==> src/dccp_pkg.sv <==
package dccp_pkg;

  // drive geometry and limits
  localparam int unsigned NUM_DRIVES     = 4;
  localparam int unsigned SPT            = 17;
  localparam int unsigned HEADS          = 8;
  localparam int unsigned SECLEN         = 2048;
  localparam int unsigned MAX_FORMAT_RUN = 64;

  // field widths
  localparam int unsigned TRK_W  = 16;
  localparam int unsigned LEN_W  = 12;
  localparam int unsigned OFF_W  = 35;
  localparam int unsigned ADDR_W = 24;
  localparam int unsigned DRV_W  = (NUM_DRIVES > 1) ? $clog2(NUM_DRIVES) : 1;
  localparam int unsigned CNT_W  = $clog2(MAX_FORMAT_RUN + 1);
  // track * HEADS + head, head up to 255
  localparam int unsigned TH_W   = $clog2(65535 * HEADS + 256);
  // (track * HEADS + head) * SPT + sector
  localparam int unsigned LIN_W  = TH_W + $clog2(SPT + 1) + 1;

  // command codes
  localparam logic [7:0] CMD_READ    = 8'd0;
  localparam logic [7:0] CMD_WRITE   = 8'd1;
  localparam logic [7:0] CMD_RDHDR   = 8'd2;
  localparam logic [7:0] CMD_FORMAT  = 8'd3;
  localparam logic [7:0] CMD_SPECIFY = 8'd4;
  localparam logic [7:0] CMD_SENSE   = 8'd5;
  localparam logic [7:0] CMD_NOP     = 8'd6;

  // status codes
  localparam logic [7:0] ST_GOOD     = 8'hFF;
  localparam logic [7:0] ST_ILLEGAL  = 8'hA0;
  localparam logic [7:0] ST_SENSE    = 8'hE2;

  // transfer kinds
  localparam logic [1:0] XFER_NONE   = 2'd0;
  localparam logic [1:0] XFER_READ   = 2'd1;
  localparam logic [1:0] XFER_WRITE  = 2'd2;
  localparam logic [1:0] XFER_FILL   = 2'd3;

  typedef struct packed {
    logic [1:0]        drive_select;
    logic              toward_zero;
    logic [15:0]       step_count;
    logic [2:0]        head_select_raw;
    logic [ADDR_W-1:0] dma_address;
    logic [7:0]        arg_a;
    logic [7:0]        arg_b;
    logic [7:0]        arg_c;
    logic [7:0]        arg_d;
    logic [7:0]        cmd;
    logic [ADDR_W-1:0] link_address;
  } req_word_t;

  typedef struct packed {
    logic [7:0]        status;
    logic [1:0]        transfer_kind;
    logic [OFF_W-1:0]  disk_offset;
    logic [LEN_W-1:0]  transfer_length;
    logic [ADDR_W-1:0] memory_address;
    logic [7:0]        fill_value;
    logic [ADDR_W-1:0] next_command;
    logic              track_mismatch;
    logic              last;
  } res_word_t;

  typedef enum logic [2:0] {
    ST_IDLE,
    ST_STEP,
    ST_MULH,
    ST_MULS,
    ST_MULL,
    ST_EMIT
  } state_e;

  // controller to datapath
  typedef struct packed {
    logic load;
    logic step;
    logic mulh;
    logic muls;
    logic mull;
    logic emit;
  } ctrl_t;

  // datapath to controller
  typedef struct packed {
    logic final_word;
  } stat_t;

  // drive number folded onto the drives that exist
  function automatic logic [DRV_W-1:0] drive_index(input logic [1:0] sel);
    logic [2:0] v;
    v = {1'b0, sel};
    for (int k = 0; k < 4; k++) begin
      if (v >= 3'(NUM_DRIVES)) begin
        v = v - 3'(NUM_DRIVES);
      end
    end
    return DRV_W'(v);
  endfunction

  // 128 * (code + 1), clamped to the sector buffer
  function automatic logic [LEN_W-1:0] size_from_code(input logic [7:0] code);
    logic [15:0] n;
    n = {({1'b0, code} + 9'd1), 7'd0};
    return (n > 16'(SECLEN)) ? LEN_W'(SECLEN) : LEN_W'(n);
  endfunction

endpackage

==> src/dccp_ctrl.sv <==
module dccp_ctrl (
  input  logic           clk_i,
  input  logic           rst_ni,
  input  logic           start,
  input  dccp_pkg::stat_t stat_i,
  output dccp_pkg::ctrl_t ctrl_o,
  output logic           busy
);
  import dccp_pkg::*;

  state_e state_q, state_d;

  always_ff @(posedge clk_i or negedge rst_ni) begin
    if (!rst_ni) begin
      state_q <= ST_IDLE;
    end else begin
      state_q <= state_d;
    end
  end

  always_comb begin
    state_d = state_q;
    unique case (state_q)
      ST_IDLE: begin
        if (start) state_d = ST_STEP;
      end
      ST_STEP: state_d = ST_MULH;
      ST_MULH: state_d = ST_MULS;
      ST_MULS: state_d = ST_MULL;
      ST_MULL: state_d = ST_EMIT;
      ST_EMIT: begin
        if (stat_i.final_word) state_d = ST_IDLE;
      end
      default: state_d = ST_IDLE;
    endcase
  end

  always_comb begin
    ctrl_o = '0;
    busy   = 1'b1;
    unique case (state_q)
      ST_IDLE: begin
        busy        = 1'b0;
        ctrl_o.load = start;
      end
      ST_STEP: ctrl_o.step = 1'b1;
      ST_MULH: ctrl_o.mulh = 1'b1;
      ST_MULS: ctrl_o.muls = 1'b1;
      ST_MULL: ctrl_o.mull = 1'b1;
      ST_EMIT: ctrl_o.emit = 1'b1;
      default: busy = 1'b1;
    endcase
  end

endmodule

==> src/dccp_dp.sv <==
module dccp_dp (
  input  logic                clk_i,
  input  logic                rst_ni,
  input  dccp_pkg::req_word_t req_i,
  input  dccp_pkg::ctrl_t     ctrl_i,
  output dccp_pkg::stat_t     stat_o,
  output dccp_pkg::res_word_t res_o
);
  import dccp_pkg::*;

  req_word_t        req_q;
  logic [DRV_W-1:0] drv_q;
  logic [TRK_W-1:0] tracks_q [NUM_DRIVES];
  logic [LEN_W-1:0] secb_q   [NUM_DRIVES];
  logic [TRK_W-1:0] trk_q, trk_d;
  logic [LEN_W-1:0] len_q;
  logic [CNT_W-1:0] cnt_q;
  logic [TH_W-1:0]  th_q;
  logic [LIN_W-1:0] lin_q;
  logic [OFF_W-1:0] off_q;

  logic             is_fmt;
  logic [TRK_W:0]   up_sum;
  logic [TRK_W-1:0] cur_trk;
  logic [7:0]       fmt_n;
  logic [7:0]       head_sel;
  logic [7:0]       sec_sel;

  assign is_fmt   = (req_q.cmd == CMD_FORMAT);
  assign cur_trk  = tracks_q[drv_q];
  assign up_sum   = {1'b0, cur_trk} + {1'b0, req_q.step_count};
  assign fmt_n    = req_q.arg_b ^ 8'hFF;
  assign head_sel = is_fmt ? {5'd0, req_q.head_select_raw ^ 3'h7} : req_q.arg_c;
  assign sec_sel  = is_fmt ? 8'd0 : req_q.arg_d;

  // seek: floor at zero going in, saturate going out
  always_comb begin
    if (req_q.toward_zero) begin
      trk_d = (cur_trk >= req_q.step_count) ? cur_trk - req_q.step_count : '0;
    end else begin
      trk_d = up_sum[TRK_W] ? '1 : up_sum[TRK_W-1:0];
    end
  end

  always_ff @(posedge clk_i) begin
    if (ctrl_i.load) begin
      req_q <= req_i;
      drv_q <= drive_index(req_i.drive_select);
    end
    if (ctrl_i.step) begin
      trk_q <= trk_d;
      if (is_fmt) begin
        len_q <= size_from_code(req_q.arg_c ^ 8'hFF);
        cnt_q <= (fmt_n > 8'(MAX_FORMAT_RUN)) ? CNT_W'(MAX_FORMAT_RUN) : CNT_W'(fmt_n);
      end else begin
        len_q <= (secb_q[drv_q] > LEN_W'(SECLEN)) ? LEN_W'(SECLEN) : secb_q[drv_q];
        cnt_q <= CNT_W'(1);
      end
    end
    if (ctrl_i.mulh) begin
      th_q <= TH_W'(trk_q) * TH_W'(HEADS) + TH_W'(head_sel);
    end
    if (ctrl_i.muls) begin
      lin_q <= LIN_W'(th_q) * LIN_W'(SPT) + LIN_W'(sec_sel);
    end
    if (ctrl_i.mull) begin
      off_q <= OFF_W'(lin_q) * OFF_W'(SECLEN);
    end
    if (ctrl_i.emit) begin
      // next sector of a format run
      off_q <= off_q + OFF_W'(SECLEN);
      cnt_q <= cnt_q - CNT_W'(1);
    end
  end

  always_ff @(posedge clk_i or negedge rst_ni) begin
    if (!rst_ni) begin
      for (int i = 0; i < NUM_DRIVES; i++) begin
        tracks_q[i] <= '0;
        secb_q[i]   <= '0;
      end
    end else if (ctrl_i.step) begin
      tracks_q[drv_q] <= trk_d;
      if (req_q.cmd == CMD_SPECIFY) begin
        secb_q[drv_q] <= size_from_code(req_q.arg_d);
      end
    end
  end

  assign stat_o.final_word = !(is_fmt && (cnt_q > CNT_W'(1)));

  always_comb begin
    res_o                = '0;
    res_o.next_command   = req_q.link_address;
    res_o.last           = stat_o.final_word;
    res_o.status         = ST_GOOD;
    case (req_q.cmd) inside
      CMD_READ, CMD_WRITE: begin
        res_o.transfer_kind   = (req_q.cmd == CMD_READ) ? XFER_READ : XFER_WRITE;
        res_o.disk_offset     = off_q;
        res_o.transfer_length = len_q;
        res_o.memory_address  = req_q.dma_address;
        res_o.track_mismatch  = ({req_q.arg_b, req_q.arg_a} != trk_q);
      end
      CMD_FORMAT: begin
        if (cnt_q != '0) begin
          res_o.transfer_kind   = XFER_FILL;
          res_o.disk_offset     = off_q;
          res_o.transfer_length = len_q;
          res_o.fill_value      = req_q.arg_d;
        end
      end
      CMD_SENSE: begin
        res_o.status = ST_SENSE | {7'd0, (trk_q != '0)};
      end
      CMD_RDHDR, CMD_SPECIFY, CMD_NOP: begin
        res_o.status = ST_GOOD;
      end
      default: begin
        res_o.status = ST_ILLEGAL;
      end
    endcase
  end

endmodule

==> src/disk_channel_command_processor_top.sv <==
// disk channel command processor: a command word is taken when start is high
// and busy is low; the drive's track is stepped first, then the block emits
// its result words on res_word_o, each shown for exactly one cycle with
// res_valid_o high, and the receiver cannot hold them off. a command passes
// through the seek and then the three constant multiplies of the offset
// computation before its first result word; format then puts out one word per
// cycle, one per sector, up to 64, and every other command, a format with no
// sectors included, puts out a single word. busy stays high from the seek
// through the last word.
// the next command can be taken in the cycle after the last word.
module disk_channel_command_processor_top (
  input  logic                clk_i,
  input  logic                rst_ni,
  input  logic                start,
  input  dccp_pkg::req_word_t cmd_word_i,
  output logic                busy,
  output logic                res_valid_o,
  output dccp_pkg::res_word_t res_word_o
);
  import dccp_pkg::*;

  ctrl_t ctrl;
  stat_t stat;

  // sequencer: seek, offset multiplies, result loop
  dccp_ctrl u_ctrl (
    .clk_i  (clk_i),
    .rst_ni (rst_ni),
    .start  (start),
    .stat_i (stat),
    .ctrl_o (ctrl),
    .busy   (busy)
  );

  // per-drive track and sector size, offset arithmetic, result assembly
  dccp_dp u_dp (
    .clk_i  (clk_i),
    .rst_ni (rst_ni),
    .req_i  (cmd_word_i),
    .ctrl_i (ctrl),
    .stat_o (stat),
    .res_o  (res_word_o)
  );

  // one result word per cycle of the emit state
  assign res_valid_o = ctrl.emit;

endmodule
==> config.mk <==
export PLATFORM = sky130hd
export DESIGN_NAME = disk_channel_command_processor_top
export DESIGN_NICKNAME = d
export VERILOG_FILES = /design/src/dccp_pkg.sv /design/src/dccp_ctrl.sv /design/src/dccp_dp.sv /design/src/disk_channel_command_processor_top.sv
export SDC_FILE = /design/constraint.sdc
export NUM_CORES = 1
export LEC_CHECK = 0
export BUFFER_PORTS_ARGS = -buffer_cell sky130_fd_sc_hd__buf_2
export CORE_MARGIN = 2
export CORE_UTILIZATION = 35
export CTS_CLUSTER_DIAMETER = 120
export DETAILED_ROUTE_END_ITERATION = 7
export PLACE_DENSITY = 0.52
export SYNTH_ARGS = -nofsm -noshare
export SYNTH_HDL_FRONTEND = slang
export SYNTH_SLANG_ARGS = --single-unit
==> constraint.sdc <==
create_clock -name clk_i -period 16.8 [get_ports clk_i]
set_input_delay 1.68 -clock clk_i [delete_from_list [all_inputs] [get_ports clk_i]]
set_output_delay 1.68 -clock clk_i [all_outputs]
set_load 0.005 [all_outputs]
==> results.cfg <==
[cells_and_area]
syn2layout_area_growth_pct = 16.0
layout.filler_cells = 4379
final_layout_size_suffix_gt1_share_pct = 22.7
net_count_of_the_finished_layout = 1817
count_of_antenna_diodes_in_the_layout = 0
layout.cells.most_common = buf_2
final_cell_mix = 208 x buf_2, 206 x edfxtp_1, 118 x nand2_1
post-route-cell-area_um2 = 18800

[global_route]
globalRouteOverflowTotal = 0
grt_antenna_before_repair = 0
first_pass_grt_wire_length_um = 59300
grt_start_max_net_pins = 75
gr-usage-all-layers_pct = 15.9
grt_pass1_vias = 10800

[worst_hold_path]
hold-path-endpoint = u_dp.secb_q[35]
min_path_cells = 2
min_path_type = reg -> reg
worstHoldStart = u_dp.secb_q[35]

[floorplan]
floorplan.die.height_um = 219
design.portCount = 230
die_area_um2 = 48100
initial_util_pct = 35.6
placement_rows = 78
coreArea_um2 = 45600
dieWidth_um = 219

[pwr]
ir_worst_vdd_mv = 0.104
power.static_leakage_nw = 7.87
pwr_density_cell_nw_per_um2 = 197
switching_power_mw = 1.45
internal-power_mw = 2.25
power.share.combinational_pct = 45.8
sw_frac_of_total_pct = 39.2
seq_power_share_pct = 33.6
clkPwrFrac_pct = 20.6

[detailed_routing]
first_iter_violations = 517
route.detailed.wl_per_inst_um = 17.4
drc_violations_left = 0
route.detailed.vias_per_inst = 4.92
vias = 10900
finalWirelength_um = 38500
1st_pass_router_iterations = 5
antenna_violating_nets_post_route = 0

[timing]
setup-tns-final_ps = 0
max_freq_mhz = 199
setup-violations-final = 0
slew-limit-headroom_pct = 15.1
min_period_ps = 5030
fin_crit_sh_pct = 29.9
grt_setup_unrepaired = false
final_critical_path_setup_slack_ps = 11770
finalHoldViolCount = 0
worst_hold_slack_ps = 476
clock_skew_ps = 18.7
worstMarginPinSlew_ps = 1270
final_max_slew_viol_count = 0

[logic_synthesis]
seq_area_frac_synth_pct = 51.5
syn-instance-count = 1410
mappedNetlistArea_um2 = 16200
synth-seq-cells = 293
synthesis.yosys.warnings = 0
synth-async-reset-ratio_pct = 29.7
synthDistinctLibCells = 79
synth_enable_flop_cells = 206
synthFlopType = edfxtp_1
post_synth.cell_area_avg_um2 = 11.5

[place]
pre_cts_slack_ps = 11870
numPortBuffers = 209
gp_routability_congestion = 0.872
dp_hpwl_um = 28700
cell_area_reported_after_detailed_placement_um2 = 17700

[cts]
post_cts_buffers = 0
cts_buffer_depth = 3
num_cts_buffers = 35
cts_sinks = 293
ctsHtreeMaxLevel = 2
clk_root_buffer_cell = clkbuf_16
post_cts_resized = 0
clock_tree_from_tritoncts = yes
ctsHoldBuffers = 0
insertion_delay_of_the_later_clocked_pin_in_the_worst_skew_pair_ps = 560
clk_transition_reported_paths_ps = 60

[setup_path]
startpoint_type = flop
rr_worst_depth = 16
critical_path.max_fanout = 24
cp-end-kind = primary output
r2r-end = u_dp.lin_q[21]
r2r_setup_slack_ps = 11870
worst_ep_arrival_time_ps = 3350
required_time_at_the_endpoint_of_the_critical_path_ps = 15120
crit-reg2reg-launch = u_dp.req_q[27]
crit_type = reg -> out

[status]
status = finished, final reports clean

[job]
maxCapViolations = 0
## registers in the layout (all words and copies together) (netlist names), 7 cells and up
signal and flops:
u_dp.lin_q 24, u_dp.trk_q 16, u_dp.req_q 84, u_dp.off_q 24, u_dp.th_q 20, u_dp.cnt_q 7, u_dp.secb_q 20, u_dp.res_o 24
u_dp.tracks_q 64
## cell usage after synthesis, drive strengths merged (10+ instances only)
cell type  count  area [µm²]
buf           60         438
o31ai         10        75.1
mux2          34         398
o21a          11        90.1
clkbuf        36         135
inv           76         285
a21oi         69         353
nor2b         39         244
mux4          21         473
nor3          20         100
nor4          13         118
edfxtp       206        6190
o22ai         11        68.8
nand3         28         140
nand4         20         125
xnor2         57         499
a31oi         20         125
xor2          28         245
and2          46         288
o21ai         81         409
a21o          19         143
or3           11        68.8
o21bai        17         131
dfrtp         87        2180
nor2          72         287
ha           104        1300
nand2        118         443
## final cells by class
cell class	count	area (µm²)	share of cell area [%]
flip-flops and latches	293	8360	44.4
multi-input cells	963	7120	37.8
repair buffers	223	1150	6.13
clock buffers	47	1010	5.37
well taps	600	751	3.99
inverters	76	285	1.51
clock inverters	17	151	0.804
## power groups by stage
stage          registers, mW  clock network (mW)  logic [mW]
5_1_grt                 1.27               0.817        1.91
3_5_place_dp            1.26                   0        1.69
4_1_cts                 1.25               0.788        1.71
2_1_floorplan           1.21                   0        1.34
3_3_place_gp            1.25                   0        1.68
6_report                1.25               0.762        1.70
## per-layer routing
layer	routed length [µm]	GRT usage [%]
met3	1630	3.16
met1	16900	20.5
met4	841	4.35
met5	0	0
met2	19200	27.0
## worst max-delay path, stage by stage, from the launching register on
cell	delay [ps]
edfxtp_1	370
nor3_1	190
nand2_1	180
or3_1	640
nor2_1	580
nor2_2	180
buf_4	290
nor2b_1	190
buf_2	140
## worst max-delay path by stage
stage	slack (ps)	end	start
after floorplan	9960	u_dp.drv_q[0]	start
after global placement	11940	u_dp.lin_q[21]	u_dp.req_q[27]
after detailed placement	11870	u_dp.lin_q[21]	u_dp.req_q[27]
after CTS	11620	res_word_o[102]	u_dp.req_q[27]
after global routing	11340	res_word_o[102]	u_dp.req_q[27]
final	11770	res_word_o[102]	u_dp.req_q[27]
## stage by stage
step                power (mW)  utilization (%)  cells
floorplan                 2.55                -   1428
global placement          2.93             38.8   2155
detailed placement        2.95             38.8   2155
CTS                       3.74             41.3   2219
global route              4.00             41.3   2219
finish                    3.71             41.3   2219
## cell families (layout without fill, tap and decap cells)
| family | Yosys count | after routing | synth area share, % |
|---|---|---|---|
| mux | 55 | 55 | 5.36 |
| other cells | 2 | 20 | 0.0462 |
| buf+inv | 172 | 363 | 5.29 |
| simple gates | 412 | 412 | 13.2 |
| xor+xnor | 85 | 85 | 4.58 |
| compound gates | 279 | 279 | 11.0 |
| flops | 293 | 293 | 51.5 |
| fa+ha+maj | 112 | 112 | 9.00 |
Note: power is estimated with default switching activity, not from simulation.
